==> config.mk <==
export PLATFORM = sky130hd
export DESIGN_NAME = time_bucket_min_max_logger
export DESIGN_NICKNAME = d
export VERILOG_FILES = /design/src/rtl/tbml_pkg.sv /design/src/rtl/tbml_div.sv /design/src/rtl/tbml_lane.sv /design/src/rtl/tbml_emit.sv /design/src/rtl/time_bucket_min_max_logger.sv
export SDC_FILE = /design/constraint.sdc
export NUM_CORES = 1
export LEC_CHECK = 0
export BUFFER_PORTS_ARGS = -buffer_cell sky130_fd_sc_hd__buf_2
export CAP_MARGIN = 20
export CORE_MARGIN = 2
export CORE_UTILIZATION = 64
export CTS_CLUSTER_SIZE = 40
export DETAILED_ROUTE_END_ITERATION = 10
export PLACE_DENSITY = 0.83
export RECOVER_POWER = 50
export SLEW_MARGIN = 0
export SYNTH_ARGS = -nofsm -noshare
export SYNTH_HDL_FRONTEND = slang
export SYNTH_SLANG_ARGS = --single-unit
==> constraint.sdc <==
create_clock -name clk_i -period 12.2 [get_ports clk_i]
set_clock_uncertainty 0.2 [all_clocks]
set_input_delay 2.44 -clock clk_i [delete_from_list [all_inputs] [get_ports clk_i]]
set_output_delay 2.44 -clock clk_i [all_outputs]
set_load 0.005 [all_outputs]
==> src/rtl/tbml_pkg.sv <==
// Shared types, widths and codes of the time bucket min/max logger.
package tbml_pkg;

  // Input field widths
  localparam int YearW   = 8;
  localparam int DayW    = 9;
  localparam int HourW   = 5;
  localparam int MinuteW = 6;
  localparam int PressW  = 20;
  localparam int ReadW   = 12;

  // Result field widths
  localparam int SlotW     = 4;
  localparam int BucketW   = 11;
  localparam int ChanW     = 3;
  localparam int ValueW    = 16;
  localparam int ReadOutW  = 8;
  localparam int FracBits  = 4;

  // Channel counts
  localparam int NumCh   = 5;
  localparam int NumRead = 4;

  // Stream and register port widths
  localparam int InDataW  = 96;
  localparam int OutDataW = 64;
  localparam int ApbDataW = 32;
  localparam int ApbAddrW = 3;

  localparam int SlotsDefault = 16;
  localparam int MinPerHour   = 60;
  localparam logic [BucketW-1:0] BucketReset = BucketW'(180);

  // Register word index (paddr[2])
  localparam logic RegBucketMin = 1'b0;

  typedef enum logic [ChanW-1:0] {
    ChPressure = 3'd0,
    ChOutTemp  = 3'd1,
    ChInTemp   = 3'd2,
    ChOutHum   = 3'd3,
    ChInHum    = 3'd4
  } channel_e;

  typedef enum logic [1:0] {
    StIdle,
    StDiv,
    StDecide
  } state_e;

  // Lane control from the sequencer
  typedef struct packed {
    logic absorb;   // fold the current reading into the extremes
    logic restart;  // start the extremes over before folding
  } lane_ctrl_t;

  // Completed record handed to the result stage
  typedef struct packed {
    logic [SlotW-1:0]               slot;
    logic [YearW-1:0]               year;
    logic [DayW-1:0]                day;
    logic [BucketW-1:0]             bucket;
    logic [NumCh-1:0][ValueW-1:0]   hi;
    logic [NumCh-1:0][ValueW-1:0]   lo;
  } rec_t;

endpackage

==> src/rtl/tbml_div.sv <==
// Radix-2 restoring divider for the bucket number.
module tbml_div (
  input  logic                         clk_i,
  input  logic                         rst_ni,
  input  logic                         start_i,
  input  logic [tbml_pkg::BucketW-1:0] dividend_i,
  input  logic [tbml_pkg::BucketW-1:0] divisor_i,
  output logic                         done_o,
  output logic [tbml_pkg::BucketW-1:0] quotient_o
);

  localparam int W    = tbml_pkg::BucketW;
  localparam int CntW = $clog2(W + 1);

  logic [CntW-1:0] cnt_q, cnt_d;
  logic            done_q, done_d;
  logic [W-1:0]    rem_q, rem_d;
  logic [W-1:0]    quo_q, quo_d;
  logic [W-1:0]    div_q;
  logic [W:0]      shifted;
  logic [W:0]      diff;
  logic            fits;

  // One quotient bit per step
  always_comb begin
    shifted = {rem_q, quo_q[W-1]};
    diff    = shifted - {1'b0, div_q};
    fits    = shifted >= {1'b0, div_q};
    rem_d   = fits ? diff[W-1:0] : shifted[W-1:0];
    quo_d   = {quo_q[W-2:0], fits};
    cnt_d   = cnt_q - CntW'(1);
    done_d  = (cnt_q == CntW'(1)) && !start_i;
  end

  // Step counter and done flag
  always_ff @(posedge clk_i or negedge rst_ni) begin
    if (!rst_ni) begin
      cnt_q  <= '0;
      done_q <= 1'b0;
    end else begin
      done_q <= done_d;
      if (start_i) begin
        cnt_q <= CntW'(W);
      end else if (cnt_q != '0) begin
        cnt_q <= cnt_d;
      end
    end
  end

  // Datapath
  always_ff @(posedge clk_i) begin
    if (start_i) begin
      div_q <= divisor_i;
      quo_q <= dividend_i;
      rem_q <= '0;
    end else if (cnt_q != '0) begin
      rem_q <= rem_d;
      quo_q <= quo_d;
    end
  end

  assign done_o     = done_q;
  assign quotient_o = quo_q;

endmodule

==> src/rtl/tbml_lane.sv <==
// One channel lane: round, saturate and track minimum and maximum.
module tbml_lane #(
  parameter int IN_W  = tbml_pkg::ReadW,
  parameter int OUT_W = tbml_pkg::ReadOutW
) (
  input  logic                   clk_i,
  input  logic                   rst_ni,
  input  tbml_pkg::lane_ctrl_t   ctrl_i,
  input  logic signed [IN_W-1:0] value_i,
  output logic [OUT_W-1:0]       hi_o,
  output logic [OUT_W-1:0]       lo_o
);

  localparam int RW = IN_W + 1 - tbml_pkg::FracBits;
  localparam logic signed [RW-1:0] SatHi = RW'((1 << (OUT_W - 1)) - 1);
  localparam logic signed [RW-1:0] SatLo = ~SatHi;
  localparam logic [OUT_W-1:0] OutMax = {1'b0, {(OUT_W-1){1'b1}}};
  localparam logic [OUT_W-1:0] OutMin = {1'b1, {(OUT_W-1){1'b0}}};

  logic signed [IN_W:0]    sum;
  logic signed [RW-1:0]    rnd;
  logic signed [OUT_W-1:0] val;
  logic signed [OUT_W-1:0] base_hi, base_lo;
  logic [OUT_W-1:0]        hi_q, hi_d, lo_q, lo_d;

  // Half away from zero: add 8 for positive, 7 for negative, then floor shift
  always_comb begin
    sum = {value_i[IN_W-1], value_i} +
          (value_i[IN_W-1] ? (IN_W+1)'(7) : (IN_W+1)'(8));
    rnd = sum[IN_W:tbml_pkg::FracBits];
    if (rnd > SatHi) begin
      val = $signed(OutMax);
    end else if (rnd < SatLo) begin
      val = $signed(OutMin);
    end else begin
      val = rnd[OUT_W-1:0];
    end
  end

  // Extremes, optionally restarted before the fold
  always_comb begin
    base_hi = ctrl_i.restart ? $signed(OutMin) : $signed(hi_q);
    base_lo = ctrl_i.restart ? $signed(OutMax) : $signed(lo_q);
    hi_d    = (val > base_hi) ? val : base_hi;
    lo_d    = (val < base_lo) ? val : base_lo;
  end

  always_ff @(posedge clk_i or negedge rst_ni) begin
    if (!rst_ni) begin
      hi_q <= OutMin;
      lo_q <= OutMax;
    end else if (ctrl_i.absorb) begin
      hi_q <= hi_d;
      lo_q <= lo_d;
    end
  end

  assign hi_o = hi_q;
  assign lo_o = lo_q;

endmodule

==> src/rtl/tbml_emit.sv <==
// Result stage: holds a completed record and sends it out one channel per item.
module tbml_emit (
  input  logic                          clk_i,
  input  logic                          rst_ni,
  input  logic                          load_i,
  input  tbml_pkg::rec_t                rec_i,
  output logic                          busy_o,
  output logic                          tvalid_o,
  input  logic                          tready_i,
  output logic [tbml_pkg::OutDataW-1:0] tdata_o,
  output logic [tbml_pkg::ChanW-1:0]    tuser_o,
  output logic                          tlast_o
);

  logic                 valid_q;
  tbml_pkg::channel_e   chan_q, chan_d;
  tbml_pkg::rec_t       rec_q;
  logic                 fire;

  assign fire   = valid_q && tready_i;
  assign chan_d = tbml_pkg::channel_e'(chan_q + tbml_pkg::ChanW'(1));

  // Channel sequencing
  always_ff @(posedge clk_i or negedge rst_ni) begin
    if (!rst_ni) begin
      valid_q <= 1'b0;
      chan_q  <= tbml_pkg::ChPressure;
    end else if (load_i && !valid_q) begin
      valid_q <= 1'b1;
      chan_q  <= tbml_pkg::ChPressure;
    end else if (fire) begin
      if (chan_q == tbml_pkg::ChInHum) begin
        valid_q <= 1'b0;
      end else begin
        chan_q <= chan_d;
      end
    end
  end

  // Record snapshot
  always_ff @(posedge clk_i) begin
    if (load_i && !valid_q) begin
      rec_q <= rec_i;
    end
  end

  // Merge: select the lane picked by the channel counter
  assign tdata_o  = {rec_q.lo[chan_q], rec_q.hi[chan_q], rec_q.bucket,
                     rec_q.day, rec_q.year, rec_q.slot};
  assign tuser_o  = chan_q;
  assign tlast_o  = (chan_q == tbml_pkg::ChInHum);
  assign tvalid_o = valid_q;
  assign busy_o   = valid_q;

endmodule

==> src/rtl/time_bucket_min_max_logger.sv <==
// Time bucket min/max logger: takes timestamped five-channel readings, keeps
// per-bucket extremes in five parallel lanes and emits each completed record
// as five channel items. Each item is accepted, then the radix-2 divider
// forms the bucket number from hour*60+minute and reports done, and then
// the lanes are updated; no new item is accepted before that. An item
// that closes a record also waits until the five results of the previous
// record have all been taken. No clearing pass follows reset; the block is
// ready at once.
module time_bucket_min_max_logger #(
  parameter int SLOTS = tbml_pkg::SlotsDefault
) (
  input  logic                          clk_i,
  input  logic                          rst_ni,
  // Input items
  input  logic                          s_axis_tvalid_i,
  output logic                          s_axis_tready_o,
  // tdata: year[7:0], day_of_year[16:8], hour[21:17], minute[27:22],
  // pressure_q4[47:28], outdoor_temp_q4[59:48], indoor_temp_q4[71:60],
  // outdoor_hum_q4[83:72], indoor_hum_q4[95:84]
  input  logic [tbml_pkg::InDataW-1:0]  s_axis_tdata_i,
  // Result items
  output logic                          m_axis_tvalid_o,
  input  logic                          m_axis_tready_i,
  // tdata: slot[3:0], rec_year[11:4], rec_day[20:12], rec_bucket[31:21],
  // value_max[47:32], value_min[63:48]
  output logic [tbml_pkg::OutDataW-1:0] m_axis_tdata_o,
  // tuser: channel[2:0]
  output logic [tbml_pkg::ChanW-1:0]    m_axis_tuser_o,
  output logic                          m_axis_tlast_o,
  // Register port
  input  logic                          psel,
  input  logic                          penable,
  input  logic                          pwrite,
  input  logic [tbml_pkg::ApbAddrW-1:0] paddr,
  input  logic [tbml_pkg::ApbDataW-1:0] pwdata,
  output logic [tbml_pkg::ApbDataW-1:0] prdata,
  output logic                          pready
);

  localparam int SlotCntW = (SLOTS > 1) ? $clog2(SLOTS) : 1;
  localparam int BW       = tbml_pkg::BucketW;
  localparam int XW       = tbml_pkg::ValueW - tbml_pkg::ReadOutW;

  // Register file
  logic [BW-1:0] bucket_min_q;

  assign pready = 1'b1;
  assign prdata = (paddr[2] == tbml_pkg::RegBucketMin) ?
                  tbml_pkg::ApbDataW'(bucket_min_q) : '0;

  always_ff @(posedge clk_i or negedge rst_ni) begin
    if (!rst_ni) begin
      bucket_min_q <= tbml_pkg::BucketReset;
    end else if (psel && penable && pwrite &&
                 paddr[2] == tbml_pkg::RegBucketMin) begin
      bucket_min_q <= pwdata[BW-1:0];
    end
  end

  // Captured item
  logic [tbml_pkg::YearW-1:0]          year_q;
  logic [tbml_pkg::DayW-1:0]           day_q;
  logic signed [tbml_pkg::PressW-1:0]  press_q;
  logic [tbml_pkg::NumRead-1:0][tbml_pkg::ReadW-1:0] read_q;
  logic                                accept;

  always_ff @(posedge clk_i) begin
    if (accept) begin
      year_q  <= s_axis_tdata_i[7:0];
      day_q   <= s_axis_tdata_i[16:8];
      press_q <= s_axis_tdata_i[47:28];
      read_q  <= s_axis_tdata_i[95:48];
    end
  end

  // Minute of day and bucket length
  logic [BW-1:0] minute_of_day;
  logic [BW-1:0] bucket_len;
  logic          div_done;
  logic [BW-1:0] bucket_num;

  assign minute_of_day = BW'(s_axis_tdata_i[21:17]) * BW'(tbml_pkg::MinPerHour) +
                         BW'(s_axis_tdata_i[27:22]);
  assign bucket_len    = (bucket_min_q == '0) ? BW'(1) : bucket_min_q;

  tbml_div u_div (
    .clk_i      (clk_i),
    .rst_ni     (rst_ni),
    .start_i    (accept),
    .dividend_i (minute_of_day),
    .divisor_i  (bucket_len),
    .done_o     (div_done),
    .quotient_o (bucket_num)
  );

  // Sequencer state
  tbml_pkg::state_e        state_q, state_d;
  logic                    rec_valid_q;
  logic [tbml_pkg::YearW-1:0] stamp_year_q;
  logic [tbml_pkg::DayW-1:0]  stamp_day_q;
  logic [BW-1:0]           stamp_bucket_q;
  logic [SlotCntW-1:0]     slot_q, slot_d;
  logic                    close;
  logic                    emit_busy;
  logic                    emit_load;
  tbml_pkg::lane_ctrl_t    lane_ctrl;

  assign close = rec_valid_q && (year_q != stamp_year_q || day_q != stamp_day_q ||
                                 bucket_num != stamp_bucket_q);
  assign slot_d = (slot_q == SlotCntW'(SLOTS - 1)) ? '0 : slot_q + SlotCntW'(1);
  assign accept = s_axis_tvalid_i && s_axis_tready_o;

  // Next state and controls
  always_comb begin
    state_d           = state_q;
    s_axis_tready_o   = 1'b0;
    emit_load         = 1'b0;
    lane_ctrl.absorb  = 1'b0;
    lane_ctrl.restart = 1'b0;
    unique case (state_q)
      tbml_pkg::StIdle: begin
        s_axis_tready_o = 1'b1;
        if (s_axis_tvalid_i) begin
          state_d = tbml_pkg::StDiv;
        end
      end
      tbml_pkg::StDiv: begin
        if (div_done) begin
          state_d = tbml_pkg::StDecide;
        end
      end
      tbml_pkg::StDecide: begin
        if (!(close && emit_busy)) begin
          emit_load         = close;
          lane_ctrl.absorb  = 1'b1;
          lane_ctrl.restart = close;
          state_d           = tbml_pkg::StIdle;
        end
      end
      default: state_d = tbml_pkg::StIdle;
    endcase
  end

  always_ff @(posedge clk_i or negedge rst_ni) begin
    if (!rst_ni) begin
      state_q <= tbml_pkg::StIdle;
    end else begin
      state_q <= state_d;
    end
  end

  // Open record stamp and slot counter
  always_ff @(posedge clk_i or negedge rst_ni) begin
    if (!rst_ni) begin
      rec_valid_q    <= 1'b0;
      stamp_year_q   <= '0;
      stamp_day_q    <= '0;
      stamp_bucket_q <= '0;
      slot_q         <= '0;
    end else if (lane_ctrl.absorb) begin
      rec_valid_q    <= 1'b1;
      stamp_year_q   <= year_q;
      stamp_day_q    <= day_q;
      stamp_bucket_q <= bucket_num;
      if (close) begin
        slot_q <= slot_d;
      end
    end
  end

  // Lanes
  logic [tbml_pkg::ValueW-1:0] press_hi, press_lo;
  logic [tbml_pkg::NumRead-1:0][tbml_pkg::ReadOutW-1:0] read_hi, read_lo;

  tbml_lane #(
    .IN_W  (tbml_pkg::PressW),
    .OUT_W (tbml_pkg::ValueW)
  ) u_lane_press (
    .clk_i   (clk_i),
    .rst_ni  (rst_ni),
    .ctrl_i  (lane_ctrl),
    .value_i (press_q),
    .hi_o    (press_hi),
    .lo_o    (press_lo)
  );

  for (genvar g = 0; g < tbml_pkg::NumRead; g++) begin : g_lane
    tbml_lane #(
      .IN_W  (tbml_pkg::ReadW),
      .OUT_W (tbml_pkg::ReadOutW)
    ) u_lane (
      .clk_i   (clk_i),
      .rst_ni  (rst_ni),
      .ctrl_i  (lane_ctrl),
      .value_i ($signed(read_q[g])),
      .hi_o    (read_hi[g]),
      .lo_o    (read_lo[g])
    );
  end

  // Completed record; int8 lanes sign extended
  tbml_pkg::rec_t          rec;
  logic [SlotCntW+3:0]     slot_wide;

  assign slot_wide = {4'b0000, slot_q};

  always_comb begin
    rec.slot   = slot_wide[tbml_pkg::SlotW-1:0];
    rec.year   = stamp_year_q;
    rec.day    = stamp_day_q;
    rec.bucket = stamp_bucket_q;
    rec.hi[0]  = press_hi;
    rec.lo[0]  = press_lo;
    for (int i = 0; i < tbml_pkg::NumRead; i++) begin
      rec.hi[i+1] = {{XW{read_hi[i][tbml_pkg::ReadOutW-1]}}, read_hi[i]};
      rec.lo[i+1] = {{XW{read_lo[i][tbml_pkg::ReadOutW-1]}}, read_lo[i]};
    end
  end

  tbml_emit u_emit (
    .clk_i    (clk_i),
    .rst_ni   (rst_ni),
    .load_i   (emit_load),
    .rec_i    (rec),
    .busy_o   (emit_busy),
    .tvalid_o (m_axis_tvalid_o),
    .tready_i (m_axis_tready_i),
    .tdata_o  (m_axis_tdata_o),
    .tuser_o  (m_axis_tuser_o),
    .tlast_o  (m_axis_tlast_o)
  );

  // Checks
  a_load_free: assert property (@(posedge clk_i) disable iff (!rst_ni)
    emit_load |-> !emit_busy)
    else $error("record loaded while result stage busy");

  a_done_in_div: assert property (@(posedge clk_i) disable iff (!rst_ni)
    div_done |-> state_q == tbml_pkg::StDiv)
    else $error("divider finished outside the divide state");

  a_close_emits: assert property (@(posedge clk_i) disable iff (!rst_ni)
    lane_ctrl.restart |=> m_axis_tvalid_o && m_axis_tuser_o == tbml_pkg::ChPressure)
    else $error("closed record does not start with pressure");

  a_open_after_absorb: assert property (@(posedge clk_i) disable iff (!rst_ni)
    lane_ctrl.absorb |=> rec_valid_q)
    else $error("record not open after a reading");

  a_press_order: assert property (@(posedge clk_i) disable iff (!rst_ni)
    rec_valid_q |-> $signed(press_hi) >= $signed(press_lo))
    else $error("pressure maximum below minimum");

endmodule

Word-level counts from Yosys, hierarchy flattened
Index checks and enable logic that the tools add are counted.

Muxes and demuxes: 61. Eq/ne operators: 12. $mul: 1. $lt $le $gt $ge: 22. Reduce and logical (&&, ||, !) cells: 23. Add/sub/neg operators: 10. Bitwise logic cells: 1.

Operator list (number): $mux 8 (24); $mux 16 (8); $bmux 16 s3 (2); $add 13x13->13 (4); $mux 11 (4); $gt 9x8->1 const B (4); $lt 9x8->1 const B (4); $gt 8x8->1 (4); $lt 8x8->1 (4); $mux 4 (8); $add 21x21->21 (1); $gt 17x16->1 const B (1); $lt 17x16->1 const B (1); $gt 16x16->1 (1); $lt 16x16->1 (1); $ge 12x11->1 (1); $add 11x6->11 (1); $logic_not 11->1 (1); $ne 11x11->1 (1); $sub 11x11->11 (1); $mux 2 (5); $logic_and 1x1->1 (9); $mul 5x4->9 const B (1); $mux 3 (3); 23 further kinds (36).

Input bits: 138. Word-level logic and storage cells: 175. Bits in registers: 397. Output and inout bits: 103.

Longest topological paths before layout
Word-level depth: 10. Depth in mapped cells: 21. Depth with buffers taken out: 19.

Hierarchy
A second synthesis with hierarchy kept.

Cell total of the unflattened synthesis: 1941. Area, all modules: 24253.3 um^2.

By module, submodules not included: tbml_emit (area each 7621.1 um^2, times used 1, cells each 403); time_bucket_min_max_logger (area each 5659.2 um^2, times used 1, cells each 364); tbml_lane at g_lane[1].u_lane ... (area each 1522.7 um^2, times used 2, cells each 165); tbml_lane at g_lane[0].u_lane ... (area each 1506.4 um^2, times used 2, cells each 167); tbml_lane at u_lane_press (area each 2810.2 um^2, times used 1, cells each 317); tbml_div (area each 2104.5 um^2, times used 1, cells each 193).

Worst setup path before layout
Ideal clock, no wire load.

Path type: flip-flop to flip-flop. Start point: register u_div.quo_q[9], in the netlist u_div.quotient_o[9]. End point: register g_lane[3].u_lane.lo_q[0]. Required time: 11.918 ns. Path slack: 5.097 ns. Cell stages (with the launch flop): 16. Data arrival time: 6.821 ns. Cell sequence: edfxtp_1 -> xor2_1 -> nor4_1 -> nand4_1 -> o211ai_2 -> inv_1 -> clkbuf_1 -> clkbuf_1 -> buf_1 -> nor2_1 -> ha_1 -> nand2_1 -> a21oi_1 -> o221ai_1 -> a31oi_2 -> mux2_2.

Cells in the longest elaborated chain, start to end: 9.

Ends and longest elaborated chain: start: declaration (line tbml_div.sv:18) `logic [W-1:0] quo_q, quo_d;`; start signal: assignment (line tbml_div.sv:54) `quo_q <= dividend_i;`; start signal: assignment (line tbml_div.sv:58) `quo_q <= quo_d;`; $ne 11x11->1 * (line time_bucket_min_max_logger.sv:109) `bucket_num != stamp_bucket_q);`; $logic_or 1x1->1 * (line time_bucket_min_max_logger.sv:108) `assign close = rec_valid_q && (year_q != stamp_year_q || day_q != stamp_day_q ||`; $logic_and 1x1->1 * (line time_bucket_min_max_logger.sv:108); $logic_and 1x1->1 (line time_bucket_min_max_logger.sv:133) `if (!(close && emit_busy)) begin`; $mux 2 * (line time_bucket_min_max_logger.sv:133); $mux 2 * (line time_bucket_min_max_logger.sv:120) `unique case (state_q)`; $mux 8 (line tbml_lane.sv:43) `base_lo = ctrl_i.restart ? $signed(OutMax) : $signed(lo_q);`; $lt 8x8->1 (line tbml_lane.sv:45) `lo_d = (val < base_lo) ? val : base_lo;`; $mux 8 (line tbml_lane.sv:45); end signal: assignment (line tbml_lane.sv:51) `lo_q <= OutMax;`; end signal: assignment (line tbml_lane.sv:54) `lo_q <= lo_d;`; end: declaration (line tbml_lane.sv:24) `logic [OUT_W-1:0] hi_q, hi_d, lo_q, lo_d;`.

Mark *: on every way between the ends. The rest lies on a longest branch, timed or not. A chain may end at the register's enable or synchronous reset.

Worst setup path in the final report
Start point: register u_div.quo_q[0], in the netlist u_div.quotient_o[0]. End point: register u_lane_press.lo_q[15], in the netlist u_lane_press.lo_o[15].

Cells in the longest elaborated chain, start to end: 9.

Ends and longest elaborated chain (line): $ne 11x11->1 * (time_bucket_min_max_logger.sv:109); $logic_or 1x1->1 * (time_bucket_min_max_logger.sv:108); $logic_and 1x1->1 * (time_bucket_min_max_logger.sv:108); $logic_and 1x1->1 (time_bucket_min_max_logger.sv:133); $mux 2 * (time_bucket_min_max_logger.sv:133); $mux 2 * (time_bucket_min_max_logger.sv:120); $mux 16 (tbml_lane.sv:43); $lt 16x16->1 (tbml_lane.sv:45); $mux 16 (tbml_lane.sv:45); end signal: assignment (tbml_lane.sv:51); end signal: assignment (tbml_lane.sv:54); end: declaration (tbml_lane.sv:24).

Marked as above.

==> run metrics <==
Std-Cell Rows=65; Slew @ Worst Pin=4580 ps; Core ar.=31600 um^2; CTS Buffer Depth=3; setup tns final=0 ps; Worst Hold Slack=251 ps; drt first pass iters=6; HP Class=register to register; Max VDD drop=0.139 mV; Setup crit end kind=register; cts bufs inserted=~40; Post-DP HPWL=30300 um; Max stage delay on crit path=2270 ps; commonest cells after routing, fill and taps aside=edfxtp_1 (235), nand2_1 (222), buf_2 (192); grt ovf=0; fraction of layout cells with a size suffix above 1=0.173; hold buffers post-CTS=0; IO Port Bufs=195; number of synthesized flops with an enable pin=about 240; Clock transition at path regs=70 ps; GRT Overall Usage=0.263; Slew headroom=-2.05; I/O pin total=241; Die Ht=between 150 and 200 um; Clock Root Buffer=clkbuf_16; CP Launch Type=register; H-Tree Depth=2; commonest non-fill, non-tap cell in the layout=edfxtp_1; Tcrit/Tclk final=0.711; clock latency on the worst-skew pair=530 ps; CP cell instances=xor2_1 -> nor4_1 -> nand4_1 -> o211ai_4 -> clkbuf_1 -> inv_6 -> buf_4 -> nor2_1 -> ha_1 -> a21oi_1 -> nor2_1 -> nor2_1 -> a21boi_0 -> a2111oi_0 -> o21ai_2 -> buf_4 -> or3_1 -> o22ai_1 -> a221oi_1; CTS sink count=397; vias in the first global route=14.1k; Iteration-0 DRC Markers=1021; CTS tree=yes; syn avg cell area=approximately 11 um^2; average wire per standard cell=between 15 and 20 um; Max Clk Rate=115 MHz; Die Span X=183 um; Syn Inst Count=1780; drc violations=0; Final Setup Violations=0; Post-CTS Setup Bufs=0; Pwr Density=about 210 nW/um^2; initial antenna violation count=0; Detailed Route WL=43500 um; Final Max Slew Viols=185; Mapped Area=20500 um^2; Synth Warn #=0; largest net degree at the start of global routing=approximately 100; Post-synth ARST share=0.380; slowest cell on the critical path=clkbuf_1; sequential share of the synthesized area=0.543; WP data required=12320 ps; gpl congestion=0.888; WP data arrival=8800 ps; Detail Route Antenna Nets=0; CP dominant cell by count=nor2_1; ANT cells=0; failing checks=capacitance limit, slew limit; post-synth cell types=81; RSZ-0062 raised after global routing=no; Vias/cell=5.94; vias=between 10k and 15k; starting density of the core=0.649; crit path kind=register to register; Top FF cell, synth=edfxtp_1; CP delay by family, top=buffers and inverters; Max Cap Viol=3; DIE AREA=33400 um^2; CTS resizes=0; worst path bufs/invs=4; Worst Path Max Fanout=102; minimum clock period=just under 9000 ps; status=complete, but fails checks; Synth-to-Final Area Change=11.4%; first-pass GRT wire length=70400 um; Synth Register Bits=397; Nets=2212; Lkg Pwr=9.81 nW; Final Hold Vio Count=0
[area by class of cell]
class | count | area [um^2]
fill | 2153 | 8760
timing repair buffer | 206 | 1070
clock inverter | 17 | 178
multi-input combinational | 1179 | 8340
clock buffer | 58 | 1180
tap | 402 | 503
inverter | 104 | 398
sequential | 397 | 11100
[worst paths after layout]
path / slack [ps] / from / cells past startpoint / to
worst min-delay path: 250 / u_lane_press.hi_o[9] / 0 / u_emit.rec_q[89]
max in group asynchronous: 5700 / rst_ni / 2 / g_lane[3].u_lane.hi_o[3]
min in group asynchronous: 3330 / rst_ni / 1 / stamp_day_q[5]
worst min register to register: 250 / u_lane_press.hi_o[9] / 0 / u_emit.rec_q[89]
worst max register to register: 3520 / u_div.quotient_o[0] / 19 / u_lane_press.lo_o[15]
worst max-delay path: 3520 / u_div.quotient_o[0] / 19 / u_lane_press.lo_o[15]
[flip-flops by register name, indices dropped and copies added, names as in the netlist, 4 cells and up]
| name | cells |
|---|---|
| u_lane_press.hi_o | 16 |
| u_emit.rec_q | 96 |
| g_lane.u_lane.lo_o | 32 |
| u_div.cnt_q | 4 |
| stamp_day_q | 9 |
| press_q | 20 |
| u_emit.tdata_o | 32 |
| stamp_bucket_q | 11 |
| read_q | 48 |
| g_lane.u_lane.hi_o | 32 |
| u_div.quotient_o | 11 |
| u_lane_press.lo_o | 16 |
| u_div.div_q | 11 |
| stamp_year_q | 8 |
| u_div.rem_q | 11 |
| slot_q | 4 |
| year_q | 8 |
| bucket_min_q | 11 |
| day_q | 9 |
[logic make-up after synthesis]
kind of cell / share of synthesized area
AND/OR/NAND/NOR: 0.116
flip-flops: 0.543
AO/OA/AOI/OAI: 0.120
buffers and inverters: 0.0531
adder cells (fa/ha/maj): 0.0920
multiplexers: 0.0458
XOR/XNOR: 0.0300
other: 0.000367
[cell usage after synthesis, drive strengths merged (6+ instances only)]
| master | number | area [um^2] |
|---|---|---|
| fa | 9 | 180 |
| a21o | 25 | 188 |
| o21ai | 89 | 453 |
| mux2i | 34 | 340 |
| edfxtp | 235 | 7060 |
| a211o | 7 | 61.3 |
| nand4 | 21 | 131 |
| and3 | 10 | 67.6 |
| nand3 | 40 | 200 |
| nor2b | 26 | 163 |
| and2 | 19 | 119 |
| a22o | 28 | 245 |
| dfrtp | 99 | 2480 |
| nand2b | 11 | 68.8 |
| nor2 | 107 | 409 |
| and4 | 6 | 52.6 |
| o21a | 23 | 173 |
| dfstp | 52 | 1370 |
| xnor2 | 27 | 236 |
| o22ai | 7 | 43.8 |
| xor2 | 43 | 377 |
| nor4 | 10 | 62.6 |
| nor3 | 20 | 111 |
| or3 | 6 | 42.5 |
| clkbuf | 45 | 169 |
| dfxtp | 11 | 220 |
| nand2 | 222 | 833 |
| o221ai | 15 | 131 |
| a31oi | 14 | 93.8 |
| buf | 75 | 528 |
| mux2 | 25 | 282 |
| o22a | 19 | 166 |
| nor3b | 6 | 50.1 |
| a31o | 8 | 70.1 |
| a2bb2oi | 9 | 78.8 |
| a21oi | 71 | 355 |
| mux4 | 14 | 315 |
| o211ai | 9 | 77.6 |
| inv | 103 | 387 |
| ha | 136 | 1700 |
[routing by layer]
| metal | track usage | up-vias | routed length (um) |
|---|---|---|---|
| li1 | - | 6658 | - |
| met1 | 0.341 | 6859 | 18000 |
| met2 | 0.456 | 435 | 21800 |
| met3 | 0.0473 | 87 | 2620 |
| met4 | 0.0810 | 0 | 1170 |
| met5 | 0 | - | 0 |
[power breakdown]
part	switching, mW	internal (mW)
clock network	0.514	0.740
logic	0.827	0.695
registers	0.255	1.80
total	1.60	3.23
[worst reg2reg max path: stages, from the launching register on]
cell       delay, ps
edfxtp_1         480
xor2_1           190
nor4_1           330
nand4_1          290
o211ai_4         220
clkbuf_1        2270
inv_6           1070
buf_4            800
nor2_1           360
ha_1             330
a21oi_1          160
nor2_1            60
nor2_1            90
a21boi_0          90
a2111oi_0        470
o21ai_2           90
buf_4            260
or3_1            450
o22ai_1          180
a221oi_1         100
[stage by stage]
step / util / power (mW) / area [um^2] / setup WS (ps) / instances
final: 0.722 / 4.83 / 22800 / 3520 / 2363
after floorplan: - / 3.11 / 20500 / 5100 / 1800
after global routing: 0.722 / 5.13 / 22800 / 3030 / 2363
after CTS: 0.722 / 4.83 / 22800 / 5990 / 2361
after global placement: 0.679 / 3.47 / 21400 / 6140 / 2286
after detailed placement: 0.679 / 3.56 / 21400 / 5980 / 2286
Power figures use the tool's default switching activity.
